## config.mk

```make
export PLATFORM = sky130hd
export DESIGN_NAME = i2c_register_transaction_sequencer_top_flat
export DESIGN_NICKNAME = d
export VERILOG_FILES = /design/src/hw/rtl/i2c_rts_pkg.sv /design/src/hw/rtl/i2c_rts_in_if.sv /design/src/hw/rtl/i2c_rts_out_if.sv /design/src/hw/rtl/i2c_register_transaction_sequencer_top.sv /design/src/hw/rtl/i2c_rts_wbuf.sv /design/src/hw/rtl/i2c_rts_fsm.sv /design/src/flat_wrapper.sv
export SDC_FILE = /design/constraint.sdc
export NUM_CORES = 1
export LEC_CHECK = 0
export BUFFER_PORTS_ARGS = -buffer_cell sky130_fd_sc_hd__buf_2
export CORE_UTILIZATION = 45
export DETAILED_ROUTE_END_ITERATION = 10
export PLACE_DENSITY = 0.6
export SETUP_SLACK_MARGIN = 0.2
export SYNTH_ARGS = -nofsm -noshare
export SYNTH_HDL_FRONTEND = slang
export SYNTH_SLANG_ARGS = --single-unit
```

## constraint.sdc

```tcl
create_clock -name clk_i -period 7.21 [get_ports clk_i]
set_clock_uncertainty 0.2 [all_clocks]
set_input_delay 0.721 -clock clk_i [delete_from_list [all_inputs] [get_ports clk_i]]
set_output_delay 0.721 -clock clk_i [all_outputs]
set_load 0.005 [all_outputs]
```

## src/hw/rtl/i2c_rts_pkg.sv

```systemverilog
// Shared types and codes of the I2C register transaction sequencer.
// No dependencies; the interfaces, the top level, the state machine and the checker refer to it by scoped names.
package i2c_rts_pkg;

  typedef enum logic [2:0] {
    OP_BEGIN = 3'd0,
    OP_LOAD  = 3'd1,
    OP_EVENT = 3'd2,
    OP_ABORT = 3'd3,
    OP_TAKE  = 3'd4
  } op_e;

  typedef enum logic [2:0] {
    CMD_NONE  = 3'd0,
    CMD_START = 3'd1,
    CMD_STOP  = 3'd2,
    CMD_RECV  = 3'd3,
    CMD_ACK   = 3'd4,
    CMD_NACK  = 3'd5
  } cmd_e;

  typedef struct packed {
    logic [2:0] op;
    logic       is_read;
    logic [6:0] dev_addr;
    logic [7:0] reg_addr;
    logic [4:0] byte_count;
    logic [7:0] wr_byte;
    logic       start_done;
    logic       stop_done;
    logic       ack_received;
    logic       rx_full;
    logic [7:0] rx_byte;
    logic       ack_done;
  } in_item_t;

  typedef struct packed {
    logic       tx_valid;
    logic [7:0] tx_data;
    logic [2:0] bus_cmd;
    logic       rx_valid;
    logic [3:0] rx_index;
    logic [7:0] rx_data;
    logic       data_ready;
    logic       error_flag;
    logic       busy_res;
  } out_item_t;

endpackage

```

## src/hw/rtl/i2c_rts_in_if.sv

```systemverilog
// Valid/ready channel that carries one request or engine event transaction.
// Depends on i2c_rts_pkg for the payload type.
interface i2c_rts_in_if;
  logic                   valid;
  logic                   ready;
  i2c_rts_pkg::in_item_t  data;

  modport source (output valid, output data, input ready);
  modport sink   (input valid, input data, output ready);
endinterface

```

## src/hw/rtl/i2c_rts_out_if.sv

```systemverilog
// Valid/ready channel that carries one result transaction of the sequencer.
// Depends on i2c_rts_pkg for the payload type.
interface i2c_rts_out_if;
  logic                   valid;
  logic                   ready;
  i2c_rts_pkg::out_item_t data;

  modport source (output valid, output data, input ready);
  modport sink   (input valid, input data, output ready);
endinterface

```

## src/hw/rtl/i2c_register_transaction_sequencer_top.sv

```systemverilog
// I2C register transaction sequencer, top level.
// Channels in_i (requests and bus engine events) and out_o (one result per
// transaction), both valid/ready; an input register feeds the sequencer, whose
// result lands in an output register. A request is accepted into the input
// register, and its result moves into the output register once out_o is free.
// Throughput is one transaction per cycle while out_o is not stalled;
// the single sequencer update between the two registers sets that figure.
// Each input transaction yields exactly one result transaction, carrying the
// transmit byte and bus command for the engine, any received byte with its
// index, and the data ready, error and busy flags after the update.
// While out_o is stalled the result holds, one more transaction waits in the
// input register, and in_i.ready then drops until the result is taken.
// Reset returns the sequencer to idle with all flags and counters cleared;
// the write buffer is not cleared and holds valid data only once loaded.
// Depends on i2c_rts_pkg, i2c_rts_in_if, i2c_rts_out_if, i2c_rts_fsm and
// i2c_rts_wbuf.
module i2c_register_transaction_sequencer_top #(
  parameter int MAX_BYTES = 16
) (
  input  logic         clk_i,
  input  logic         rst_ni,
  i2c_rts_in_if.sink   in_i,
  i2c_rts_out_if.source out_o
);

  localparam int CntW  = $clog2(MAX_BYTES + 1);
  localparam int AddrW = (MAX_BYTES > 1) ? $clog2(MAX_BYTES) : 1;

  logic                   in_valid_q;
  i2c_rts_pkg::in_item_t  in_data_q;
  logic                   out_valid_q;
  i2c_rts_pkg::out_item_t out_data_q;
  i2c_rts_pkg::out_item_t res;
  logic                   advance;

  logic             buf_we;
  logic [AddrW-1:0] buf_waddr;
  logic [7:0]       buf_wdata;
  logic [AddrW-1:0] buf_raddr;
  logic [7:0]       buf_rdata;

  assign advance    = in_valid_q && (!out_valid_q || out_o.ready);
  assign in_i.ready = !in_valid_q || advance;

  always_ff @(posedge clk_i or negedge rst_ni) begin
    if (!rst_ni) begin
      in_valid_q  <= 1'b0;
      out_valid_q <= 1'b0;
    end else begin
      if (in_i.valid && in_i.ready) begin
        in_valid_q <= 1'b1;
      end else if (advance) begin
        in_valid_q <= 1'b0;
      end
      if (advance) begin
        out_valid_q <= 1'b1;
      end else if (out_o.ready) begin
        out_valid_q <= 1'b0;
      end
    end
  end

  always_ff @(posedge clk_i) begin
    if (in_i.valid && in_i.ready) begin
      in_data_q <= in_i.data;
    end
    if (advance) begin
      out_data_q <= res;
    end
  end

  i2c_rts_fsm #(
    .MAX_BYTES (MAX_BYTES),
    .CntW      (CntW),
    .AddrW     (AddrW)
  ) u_fsm (
    .clk_i       (clk_i),
    .rst_ni      (rst_ni),
    .en_i        (advance),
    .item_i      (in_data_q),
    .buf_rdata_i (buf_rdata),
    .buf_we_o    (buf_we),
    .buf_waddr_o (buf_waddr),
    .buf_wdata_o (buf_wdata),
    .buf_raddr_o (buf_raddr),
    .res_o       (res)
  );

  i2c_rts_wbuf #(
    .MAX_BYTES (MAX_BYTES),
    .AddrW     (AddrW)
  ) u_wbuf (
    .clk_i   (clk_i),
    .we_i    (buf_we && advance),
    .waddr_i (buf_waddr),
    .wdata_i (buf_wdata),
    .raddr_i (buf_raddr),
    .rdata_o (buf_rdata)
  );

  assign out_o.valid = out_valid_q;
  assign out_o.data  = out_data_q;

endmodule

```

## src/hw/rtl/i2c_rts_wbuf.sv

```systemverilog
// Write data buffer: one write port and one registered read port.
// No package dependencies.
module i2c_rts_wbuf #(
  parameter int MAX_BYTES = 16,
  parameter int AddrW     = 4
) (
  input  logic             clk_i,
  input  logic             we_i,
  input  logic [AddrW-1:0] waddr_i,
  input  logic [7:0]       wdata_i,
  input  logic [AddrW-1:0] raddr_i,
  output logic [7:0]       rdata_o
);

  logic [7:0] mem [MAX_BYTES];
  logic [7:0] rdata_q;

  always_ff @(posedge clk_i) begin
    if (we_i) begin
      mem[waddr_i] <= wdata_i;
    end
    rdata_q <= mem[raddr_i];
  end

  assign rdata_o = rdata_q;

endmodule

```

## src/hw/rtl/i2c_rts_fsm.sv

```systemverilog
// Transaction sequencer state machine: takes one transaction per enable and
// computes its result. Depends on i2c_rts_pkg; drives the write buffer ports.
module i2c_rts_fsm #(
  parameter int MAX_BYTES = 16,
  parameter int CntW      = 5,
  parameter int AddrW     = 4
) (
  input  logic                   clk_i,
  input  logic                   rst_ni,
  input  logic                   en_i,
  input  i2c_rts_pkg::in_item_t  item_i,
  input  logic [7:0]             buf_rdata_i,
  output logic                   buf_we_o,
  output logic [AddrW-1:0]       buf_waddr_o,
  output logic [7:0]             buf_wdata_o,
  output logic [AddrW-1:0]       buf_raddr_o,
  output i2c_rts_pkg::out_item_t res_o
);

  typedef enum logic [3:0] {
    PH_IDLE      = 4'd0,
    PH_START     = 4'd1,
    PH_SEL_DEV   = 4'd2,
    PH_SEL_REG   = 4'd3,
    PH_WRITE     = 4'd4,
    PH_SHORTSTOP = 4'd5,
    PH_RESTART   = 4'd6,
    PH_RESEL_DEV = 4'd7,
    PH_READ      = 4'd8,
    PH_FIN_ACK   = 4'd9,
    PH_STOP      = 4'd10
  } phase_e;

  phase_e          phase_q, phase_d;
  logic            read_mode_q, read_mode_d;
  logic [6:0]      dev_q, dev_d;
  logic [7:0]      reg_q, reg_d;
  logic [CntW-1:0] left_q, left_d;
  logic [CntW-1:0] total_q, total_d;
  logic [CntW-1:0] lptr_q, lptr_d;
  logic            ready_q, ready_d;
  logic            err_q, err_d;

  logic            do_clear;
  logic [6:0]      cnt_ext;
  logic [6:0]      cnt_sat;
  logic [CntW-1:0] left_dec;
  logic [CntW-1:0] ridx;
  i2c_rts_pkg::out_item_t res;

  assign cnt_ext  = 7'(item_i.byte_count);
  assign cnt_sat  = (cnt_ext > 7'(MAX_BYTES)) ? 7'(MAX_BYTES) : cnt_ext;
  assign left_dec = left_q - CntW'(1);

  always_comb begin
    phase_d     = phase_q;
    read_mode_d = read_mode_q;
    dev_d       = dev_q;
    reg_d       = reg_q;
    left_d      = left_q;
    total_d     = total_q;
    lptr_d      = lptr_q;
    ready_d     = ready_q;
    err_d       = err_q;
    do_clear    = 1'b0;
    buf_we_o    = 1'b0;
    res         = '0;
    res.bus_cmd = i2c_rts_pkg::CMD_NONE;

    unique case (item_i.op)
      i2c_rts_pkg::OP_BEGIN: begin
        if (phase_q != PH_IDLE || (item_i.is_read && item_i.byte_count == 5'd0)) begin
          err_d = 1'b1;
        end else begin
          read_mode_d = item_i.is_read;
          dev_d       = item_i.dev_addr;
          reg_d       = item_i.reg_addr;
          left_d      = CntW'(cnt_sat);
          total_d     = CntW'(cnt_sat);
          lptr_d      = '0;
          ready_d     = 1'b0;
          phase_d     = PH_START;
          res.bus_cmd = i2c_rts_pkg::CMD_START;
        end
      end
      i2c_rts_pkg::OP_LOAD: begin
        if (phase_q == PH_IDLE && lptr_q < CntW'(MAX_BYTES)) begin
          buf_we_o = 1'b1;
          lptr_d   = lptr_q + CntW'(1);
        end
      end
      i2c_rts_pkg::OP_EVENT: begin
        unique case (phase_q)
          PH_IDLE: err_d = 1'b1;
          PH_START: begin
            if (item_i.start_done) begin
              res.tx_valid = 1'b1;
              res.tx_data  = {dev_q, 1'b0};
              phase_d      = PH_SEL_DEV;
            end else begin
              do_clear = 1'b1;
            end
          end
          PH_SEL_DEV: begin
            if (item_i.ack_received) begin
              res.tx_valid = 1'b1;
              res.tx_data  = reg_q;
              phase_d      = PH_SEL_REG;
            end else begin
              do_clear = 1'b1;
            end
          end
          PH_SEL_REG, PH_WRITE: begin
            if (!item_i.ack_received) begin
              do_clear = 1'b1;
            end else if (phase_q == PH_SEL_REG && read_mode_q) begin
              res.bus_cmd = i2c_rts_pkg::CMD_STOP;
              phase_d     = PH_SHORTSTOP;
            end else if (left_q == '0) begin
              res.bus_cmd = i2c_rts_pkg::CMD_STOP;
              phase_d     = PH_STOP;
            end else begin
              // The buffer read port already holds the entry for this byte.
              res.tx_valid = 1'b1;
              res.tx_data  = buf_rdata_i;
              left_d       = left_dec;
              phase_d      = PH_WRITE;
            end
          end
          PH_SHORTSTOP: begin
            if (item_i.stop_done) begin
              res.bus_cmd = i2c_rts_pkg::CMD_START;
              phase_d     = PH_RESTART;
            end else begin
              do_clear = 1'b1;
            end
          end
          PH_RESTART: begin
            if (item_i.start_done) begin
              res.tx_valid = 1'b1;
              res.tx_data  = {dev_q, 1'b1};
              phase_d      = PH_RESEL_DEV;
            end else begin
              do_clear = 1'b1;
            end
          end
          PH_RESEL_DEV: begin
            if (item_i.ack_received) begin
              res.bus_cmd = i2c_rts_pkg::CMD_RECV;
              phase_d     = PH_READ;
            end else begin
              do_clear = 1'b1;
            end
          end
          PH_READ: begin
            if (item_i.rx_full && left_q != '0) begin
              left_d       = left_dec;
              res.rx_valid = 1'b1;
              res.rx_index = 4'(left_dec);
              res.rx_data  = item_i.rx_byte;
              res.bus_cmd  = (left_dec != '0) ? i2c_rts_pkg::CMD_ACK
                                              : i2c_rts_pkg::CMD_NACK;
              phase_d      = PH_FIN_ACK;
            end else begin
              do_clear = 1'b1;
            end
          end
          PH_FIN_ACK: begin
            if (!item_i.ack_done) begin
              do_clear = 1'b1;
            end else if (left_q != '0) begin
              res.bus_cmd = i2c_rts_pkg::CMD_RECV;
              phase_d     = PH_READ;
            end else begin
              res.bus_cmd = i2c_rts_pkg::CMD_STOP;
              phase_d     = PH_STOP;
            end
          end
          PH_STOP: begin
            if (item_i.stop_done) begin
              if (read_mode_q) begin
                ready_d = 1'b1;
              end
              phase_d = PH_IDLE;
            end else begin
              do_clear = 1'b1;
            end
          end
          default: err_d = 1'b1;
        endcase
      end
      i2c_rts_pkg::OP_ABORT: do_clear = 1'b1;
      i2c_rts_pkg::OP_TAKE:  ready_d = 1'b0;
      default: ;
    endcase

    // An abort, or an event that fails its phase, drops the whole transaction and the flags, with no bus command.
    if (do_clear) begin
      phase_d     = PH_IDLE;
      read_mode_d = 1'b0;
      dev_d       = '0;
      reg_d       = '0;
      left_d      = '0;
      total_d     = '0;
      lptr_d      = '0;
      ready_d     = 1'b0;
      err_d       = 1'b0;
    end

    res.data_ready = ready_d;
    res.error_flag = err_d;
    res.busy_res   = (phase_d != PH_IDLE);
  end

  always_ff @(posedge clk_i or negedge rst_ni) begin
    if (!rst_ni) begin
      phase_q     <= PH_IDLE;
      read_mode_q <= 1'b0;
      dev_q       <= '0;
      reg_q       <= '0;
      left_q      <= '0;
      total_q     <= '0;
      lptr_q      <= '0;
      ready_q     <= 1'b0;
      err_q       <= 1'b0;
    end else if (en_i) begin
      phase_q     <= phase_d;
      read_mode_q <= read_mode_d;
      dev_q       <= dev_d;
      reg_q       <= reg_d;
      left_q      <= left_d;
      total_q     <= total_d;
      lptr_q      <= lptr_d;
      ready_q     <= ready_d;
      err_q       <= err_d;
    end
  end

  // Prefetch the next write byte from the state that will hold after this cycle.
  assign ridx = en_i ? (total_d - left_d) : (total_q - left_q);

  assign buf_waddr_o = lptr_q[AddrW-1:0];
  assign buf_wdata_o = item_i.wr_byte;
  assign buf_raddr_o = ridx[AddrW-1:0];
  assign res_o       = res;

endmodule

```

## src/flat_wrapper.sv

```systemverilog
// flat-port wrapper written by rule: the top's interface ports become plain ports
module i2c_register_transaction_sequencer_top_flat 
#(
  parameter int MAX_BYTES = 16
)
  (clk_i, rst_ni, in_i_valid, in_i_data, in_i_ready, out_o_valid, out_o_data, out_o_ready);
  i2c_rts_in_if in_i_i ();
  i2c_rts_out_if out_o_i ();
  input  logic clk_i;
  input  logic rst_ni;
  input wire logic [$bits(in_i_i.valid)-1:0] in_i_valid;
  input wire logic [$bits(in_i_i.data)-1:0] in_i_data;
  output wire logic [$bits(in_i_i.ready)-1:0] in_i_ready;
  output wire logic [$bits(out_o_i.valid)-1:0] out_o_valid;
  output wire logic [$bits(out_o_i.data)-1:0] out_o_data;
  input wire logic [$bits(out_o_i.ready)-1:0] out_o_ready;
  assign in_i_i.valid = in_i_valid;
  assign in_i_i.data = in_i_data;
  assign in_i_ready = in_i_i.ready;
  assign out_o_valid = out_o_i.valid;
  assign out_o_data = out_o_i.data;
  assign out_o_i.ready = out_o_ready;
  i2c_register_transaction_sequencer_top #(.MAX_BYTES(MAX_BYTES)) u_core (.clk_i(clk_i), .rst_ni(rst_ni), .in_i(in_i_i), .out_o(out_o_i));
endmodule
```

# [Word-level counts from Yosys, hierarchy flattened]
# Memory sizes are Yosys's and may differ from the RTL's. A register that Yosys moved wholly into a read port is not among the register bits.
# Index checks and enable logic that the tools add are counted.
[classes] addsub=4 magnitude_cmp=2 eq_ne=17 mux=85 reduce_logical=33
[op_table] op="$mux W5" n=13
[op_table] op="$mux W4" n=14
[op_table] op="$mux W9" n=5
[op_table] op="$pmux W4 S9" n=1
[op_table] op="$pmux W9 S4" n=1
[op_table] op="$pmux W5 S2" n=3
[op_table] op="$mux W1" n=28
[op_table] op="$mux W8" n=3
[op_table] op="$mux W7" n=3
[op_table] op="$eq A4 B3 Y1 const B" n=4
[op_table] op="$mux W16" n=1
[op_table] op="$pmux W3 S5" n=1
[op_table] op="$eq A4 B4 Y1 const B" n=3
[op_table] op="$mux W12" n=1
[op_table] op="$logic_not A5 Y1" n=2
[op_table] op="$mux W2" n=5
[op_table] op="$reduce_bool A5 Y1" n=2
[op_table] op="$reduce_or A10 Y1" n=1
[op_table] op="$eq A4 B2 Y1 const B" n=2
[op_table] op="$pmux W4 S2" n=1
[op_table] op="$reduce_bool A4 Y1" n=2
[op_table] op="$sub A4 B4 Y4" n=2
[op_table] op="$logic_and A1 B1 Y1" n=7
[op_table] op="$eq A3 B2 Y1 const B" n=2
[op_table] op="other kinds (24)" n=34
[word_totals] regBits=112 ramBits=128 output_inout_bits=30 wordCells=174 mem_count=1
[mem_list] memory="u_core.u_wbuf.mem" depth=16 width=8 read_ports=1 rd_ports_with_merged_regs=1 wr=1 line_no="i2c_rts_wbuf.sv:15" text="logic [7:0] mem [MAX_BYTES];"

# [Longest topological paths before layout]
[logic_depth] depth_word=9 ltp_mapped=20

# [By module]
# A second synthesis with hierarchy kept.
[unflattened] hier_cells=709 hier_area_um2=10641.5
[by_module_without_submodules] module="i2c_rts_wbuf" instances=1 cells_per_inst=229 area_each_um2=5147.4 seq_area_each_um2=4003.8
[by_module_without_submodules] module="i2c_rts_fsm" instances=1 cells_per_inst=398 area_each_um2=3191.8 seq_area_each_um2=900.9
[by_module_without_submodules] module="i2c_register_transaction_sequencer_top" instances=1 cells_per_inst=82 area_each_um2=2302.2 seq_area_each_um2=2242.2

# [Worst setup path before layout]
# Ideal clock, no wire load.
[synth_path] kind="reg-to-reg" start="register u_core.u_fsm.left_q[0]" end="register u_core.u_wbuf.rdata_q[0], in the netlist u_core.u_wbuf.rdata_o[0] (read register of u_core.u_wbuf.mem)" arrival_ns=4.078 t_required_ns=6.888 path_slack_ns=2.811 stages_incl_launch_ff=20 period_less_slack_ns=4.399 cell_sequence="dfrtp_1 inv_1 ha_1 or4b_1 buf_2 a21oi_2 a211oi_1 a41o_1 buf_2 buf_1 nand2_1 ha_1 inv_1 fa_1 xor2_1 o32ai_1 clkbuf_1 nand3_1 nand4_1 mux2i_1"
[synth_between] elab_chain_len=9 elab_cells_between_ends=19 classes_between="add/sub (3); mux (13); reduce/logical (3)"
[synth_rtl] element="from (decl)" line_no="i2c_rts_fsm.sv:38" text="logic [CntW-1:0] left_q, left_d;"
[synth_rtl] element="from (signal assigned)" line_no="i2c_rts_fsm.sv:231" text="left_q <= left_d;"
[synth_rtl] element="$sub A5 B1 Y5 (*)" line_no="i2c_rts_fsm.sv:53" text="assign left_dec = left_q - CntW'(1);"
[synth_rtl] element="net u_core.u_fsm.left_dec[0]" line_no="i2c_rts_fsm.sv:47" text="logic [CntW-1:0] left_dec;"
[synth_rtl] element="$mux W5" line_no="i2c_rts_fsm.sv:119" text="end else if (left_q == '0) begin"
[synth_rtl] element="$mux W5" line_no="i2c_rts_fsm.sv:116" text="end else if (phase_q == PH_SEL_REG && read_mode_q) begin"
[synth_rtl] element="$mux W5" line_no="i2c_rts_fsm.sv:114" text="if (!item_i.ack_received) begin"
[synth_rtl] element="$pmux W5 S2 (*)" line_no="i2c_rts_fsm.sv:93" text="unique case (phase_q)"
[synth_rtl] element="$pmux W5 S2 (*)" line_no="i2c_rts_fsm.sv:70" text="unique case (item_i.op)"
[synth_rtl] element="$mux W5 (*)" line_no="i2c_rts_fsm.sv:198" text="if (do_clear) begin"
[synth_rtl] element="$sub A4 B4 Y4 (*)" line_no="i2c_rts_fsm.sv:240" text="assign ridx = en_i ? (total_d - left_d) : (total_q - left_q);"
[synth_rtl] element="$mux W4 (*)" line_no="i2c_rts_fsm.sv:240"
[synth_rtl] element="to (decl)" line_no="i2c_rts_wbuf.sv:16" text="logic [7:0] rdata_q;"
# Mark *: on every way through the listed nets, which the timed path passes. The rest lies on a longest branch.
# A chain may end at the register's enable or synchronous reset.

# [Worst setup path in the final report]
[layout_path] start="register u_core.u_fsm.left_q[0]" end="register u_core.u_wbuf.rdata_q[1], in the netlist u_core.u_wbuf.rdata_o[1] (read register of u_core.u_wbuf.mem)"
[layout_between] elab_chain_len=9 elab_cells_between_ends=19 classes_between="add/sub (3); mux (13); reduce/logical (3)"
[layout_rtl] element="$sub A5 B1 Y5 (*)" line_no="i2c_rts_fsm.sv:53"
[layout_rtl] element="net u_core.u_fsm.left_dec[0]" line_no="i2c_rts_fsm.sv:47"
[layout_rtl] element="$mux W5" line_no="i2c_rts_fsm.sv:119"
[layout_rtl] element="$mux W5" line_no="i2c_rts_fsm.sv:116"
[layout_rtl] element="$mux W5" line_no="i2c_rts_fsm.sv:114"
[layout_rtl] element="$pmux W5 S2 (*)" line_no="i2c_rts_fsm.sv:93"
[layout_rtl] element="$pmux W5 S2 (*)" line_no="i2c_rts_fsm.sv:70"
[layout_rtl] element="$mux W5 (*)" line_no="i2c_rts_fsm.sv:198"
[layout_rtl] element="net u_core.u_fsm.left_d[0]" line_no="i2c_rts_fsm.sv:38"
[layout_rtl] element="$sub A4 B4 Y4 (*)" line_no="i2c_rts_fsm.sv:240"
[layout_rtl] element="$mux W4 (*)" line_no="i2c_rts_fsm.sv:240"
# Marks and branches as above.

==> impl_summary.md <==
Outcome
The run finished with clean final reports.

Die
The die is 157 microns tall. In this run the standard cell core region covers 0.0235 sq mm. For this configuration, the core starts out at a cell density of 0.458. Measured along the x axis, the die boundary spans 157 microns.

The die area is 0.0245 sq mm. For this design the top-level I/O count stands at 79. The initialized floorplan defines 56 standard-cell rows.

CTS
The total clock buffers created by CTS is 26. TritonCTS built the clock tree. The clock transition time at the flip-flop clock pins of the worst setup and hold paths is 0.06 ns.

After clock tree synthesis, the repair step resized 0 gates. The post-CTS setup buffer count is 0. The clock latency of the later-clocked register in the worst-skew pair is 0.53 ns. The maximum level of the CTS H-tree is 1.

The buffer depth of the longest clock path is 3. Buffers inserted to repair hold after CTS numbered 0. The count of clock tree sinks is 247.

The master cell of the clock root buffer is sky130_fd_sc_hd__clkbuf_16.

GRT
In the global route stage, overall resource usage came out at 0.210. The first global-routing pass estimated 38.8 mm of wire. The number of antenna violations at the first check in global routing came to 0.

The remaining global-route overflow is 0. Entering global routing, the biggest net connects 46 pins. The number of global-route vias before repair is 6,856.

Logic synthesis
The dominant synthesized flop cell is sky130_fd_sc_hd__edfxtp_1. The synthesized netlist contains 64 unique library cells. Summed over all instances, the cell type with the most area after synthesis is sky130_fd_sc_hd__edfxtp_1. The synthesized design contains 247 register bits. The average cell area after synthesis is 11.6 sq um. The fraction of registers with async set or reset after synthesis is 0.154. By area the synthesized netlist is led by sky130_fd_sc_hd__edfxtp_1, sky130_fd_sc_hd__dfrtp_1, sky130_fd_sc_hd__nand2_1.

The synthesized netlist cell count is 929. Synthesis produced a netlist with a net count of 993. The commonest cells after synthesis are sky130_fd_sc_hd__nand2_1, sky130_fd_sc_hd__edfxtp_1, sky130_fd_sc_hd__nand3_1. In this run, synthesis inferred 201 flip-flops with an integrated enable.

The fraction of post-synthesis cell area in the top cell type by area is 0.561. The mapped netlist covers 0.0108 sq mm. The number of warnings issued by yosys is 0. Among all cell types in the netlist, the one instantiated most often is sky130_fd_sc_hd__nand2_1. For this run, the register share of the synthesized area comes to 0.664.

STA
Subtracting the final worst setup slack from the clock period gives 5.35 ns. Headroom to the max-slew limit came out at 0.282. The number of hold violations in the final report is 0.

The portion of the clock cycle consumed by the worst path in the final layout is 0.742. At the pin with the least slew margin, the transition time is 1.07 ns. The number of pins with negative max-slew slack in the final report is 0. The maximum clock frequency is 0.187 GHz.

Setup repair after global routing left no endpoint under its margin. On the final layout, the worst hold slack is 0.124 ns. The number of failing setup endpoints in the final timing report is 0. The sum of negative setup slack is 0 ns.

Critical path
The launching element type of the critical path is a flop. Data on the critical path is required at its endpoint by 7.47 ns. The cell count of the worst reg-to-reg path is 18. The arrival time at the worst endpoint is 5.61 ns. The critical path start-end classification is reg -> reg. The worst setup path is captured at a flop. Along the worst path, the maximum fanout reaches 40.

Drt
In the final routed layout, each cell accounts on average for 18.8 microns. The routed layout has 7,259 vias. After the first detailed-routing iteration, the DRC count stood at 661. The first-pass iteration count of the detailed router is 5. The remaining routing DRC violations is 0. The number of vias per cell after detailed routing is 5.43.

The detail route stage leaves a number of antenna-violating nets equal to 0. The final layout contains routed wiring with a total length of 25.2 mm.

Place
The routability-driven placement congestion ratio is 0.914. The number of I/O port buffers is 78. Once placement finished, the instance area stood at 0.0115 sq mm. Summed over all nets, the half-perimeter wirelength after detailed placement is 16.1 mm.

Final layout
The final design area excluding fillers is 0.0123 sq mm. The antenna diode count is 0. The ratio of cells with drive above 1 in the final layout is 0.151. The area growth from synthesis to layout is 14.6%. The final layout net count is 1,061.

Flow run
The tool flagged a number of max-cap violations equal to 0.

Power and ir drop
The combinational power share is 0.346. Of the total power, the share spent switching nets is 0.371. Of the total power, registers draw 0.384. The switching power summed over all nets is 0.00181 W.

The cell-internal power is 0.00307 W. Across the VDD grid, the largest voltage drop is 233 uV. The clock power share is 0.270.

In this run the static leakage power is 4.59 nW. The power density over the cells is 396 mW/mm^2.

Hold path
The worst hold path class is in -> async.
==> placed cells by master, fill, tap and decap left out, types with 4 or more instances in the layout <==
master | netlist | final
sky130_fd_sc_hd__a31oi_1 | 4 | 4
sky130_fd_sc_hd__nand2_1 | 202 | 202
sky130_fd_sc_hd__dfrtp_1 | 38 | 38
sky130_fd_sc_hd__mux2i_1 | 11 | 11
sky130_fd_sc_hd__nand2b_1 | 16 | 16
sky130_fd_sc_hd__ha_1 | 13 | 13
sky130_fd_sc_hd__and2_1 | 17 | 16
sky130_fd_sc_hd__nor3_1 | 14 | 10
sky130_fd_sc_hd__clkinv_1 | 0 | 7
sky130_fd_sc_hd__o22ai_1 | 6 | 6
sky130_fd_sc_hd__clkinv_2 | 0 | 6
sky130_fd_sc_hd__buf_4 | 0 | 12
sky130_fd_sc_hd__clkinvlp_4 | 0 | 4
sky130_fd_sc_hd__nand4_1 | 18 | 18
sky130_fd_sc_hd__nor2_1 | 67 | 67
sky130_fd_sc_hd__edfxtp_1 | 201 | 201
sky130_fd_sc_hd__nand3_1 | 88 | 88
sky130_fd_sc_hd__inv_1 | 17 | 17
sky130_fd_sc_hd__nor3_2 | 0 | 4
sky130_fd_sc_hd__clkbuf_16 | 0 | 26
sky130_fd_sc_hd__dfxtp_1 | 8 | 8
sky130_fd_sc_hd__xnor2_1 | 6 | 6
sky130_fd_sc_hd__nor2b_1 | 7 | 7
sky130_fd_sc_hd__o21a_1 | 5 | 4
sky130_fd_sc_hd__a222oi_1 | 7 | 7
sky130_fd_sc_hd__buf_2 | 7 | 78
sky130_fd_sc_hd__nor4_1 | 4 | 4
sky130_fd_sc_hd__a21oi_1 | 33 | 33
sky130_fd_sc_hd__o21ai_0 | 24 | 24
==> per-stage QoR <==
stage	setup slack [ns]	std cells	util	power, W
3_3_place_gp	1.93	1288	0.489	0.00359
5_1_grt	1.42	1336	0.525	0.00518
6_report	1.86	1336	0.525	0.00488
4_1_cts	1.85	1336	0.525	0.00491
3_5_place_dp	1.91	1288	0.489	0.00359
2_1_floorplan	2.81	929	-	0.00304
==> state kept, by name, indices dropped and copies added (netlist names) <==
name	flops
u_core.out_o.data	28
u_core.out_o.valid	1
u_core.u_fsm.left_q	5
u_core.u_fsm.total_q	4
u_core.u_fsm.dev_q	7
u_core.u_fsm.err_q	1
u_core.u_fsm.lptr_q	5
u_core.u_wbuf.mem	128
u_core.u_fsm.phase_q	4
u_core.in_data_q	45
u_core.u_fsm.ready_q	1
u_core.u_fsm.reg_q	8
u_core.u_fsm.read_mode_q	1
u_core.u_wbuf.rdata_o	8
u_core.in_valid_q	1
==> per-layer routing <==
layer	global-route usage	wire length, microns	vias up
met5	0	0	-
met4	0.0705	635	0
met3	0.0321	1200	39
met2	0.335	11800	220
met1	0.295	11500	3502
li1	-	-	3498
==> power groups by stage <==
stage	registers [W]	logic, W	clock network [W]
CTS	0.00187	0.00170	0.00134
detailed placement	0.00190	0.00169	0
floorplan	0.00180	0.00124	0
global route	0.00190	0.00189	0.00139
finish	0.00187	0.00169	0.00132
global placement	0.00190	0.00169	0
==> worst paths after layout <==
path	from	end	slack [ns]
max	u_core.u_fsm.left_q[0]	u_core.u_wbuf.rdata_o[1]	1.86
min	rst_ni	u_core.in_valid_q	0.12
max reg2reg	u_core.u_fsm.left_q[0]	u_core.u_wbuf.rdata_o[1]	1.86
min reg2reg	u_core.u_fsm.reg_q[6]	u_core.u_fsm.reg_q[6]	0.27
max in group asynchronous	rst_ni	u_core.u_fsm.reg_q[5]	6.10
min in group clk_i	in_i_data[31]	u_core.in_data_q[31]	0.16
==> worst max-delay path, stage by stage (launching register included) <==
cell                       delay (ns)
sky130_fd_sc_hd__dfrtp_1         0.54
sky130_fd_sc_hd__inv_1           0.16
sky130_fd_sc_hd__ha_1            0.24
sky130_fd_sc_hd__or4b_1          0.39
sky130_fd_sc_hd__a21oi_2         0.11
sky130_fd_sc_hd__a211oi_1        0.25
sky130_fd_sc_hd__a41o_1          0.20
sky130_fd_sc_hd__buf_4           0.34
sky130_fd_sc_hd__o221ai_1        0.18
sky130_fd_sc_hd__a21oi_1         0.22
sky130_fd_sc_hd__ha_1            0.18
sky130_fd_sc_hd__inv_1           0.06
sky130_fd_sc_hd__fa_1            0.63
sky130_fd_sc_hd__o21a_2          0.69
sky130_fd_sc_hd__buf_4           0.40
sky130_fd_sc_hd__nand2_1         0.09
sky130_fd_sc_hd__nand3_1         0.09
sky130_fd_sc_hd__nand4_1         0.13
sky130_fd_sc_hd__mux2i_1         0.15
==> cell type report <==
| type | instances | area, sq um |
|---|---|---|
| Clock buffer | 27 | 654 |
| Clock inverter | 21 | 193 |
| Fill cell | 2078 | 11100 |
| Inverter | 17 | 63.8 |
| Multi-Input combinational cell | 615 | 3400 |
| Sequential cell | 247 | 7150 |
| Tap cell | 319 | 399 |
| Timing Repair Buffer | 90 | 480 |
==> logic make-up (layout without fill, tap and decap cells) <==
group / count (synthesis) / count (layout) / synth area share
buf+inv: 67 / 155 / 0.0263
flops: 247 / 247 / 0.664
simple gates: 454 / 454 / 0.194
fa+ha+maj: 15 / 15 / 0.0188
mux: 15 / 15 / 0.0147
xor+xnor: 9 / 9 / 0.00733
compound gates: 122 / 122 / 0.0750
Note: power is estimated with default switching activity, not from simulation.
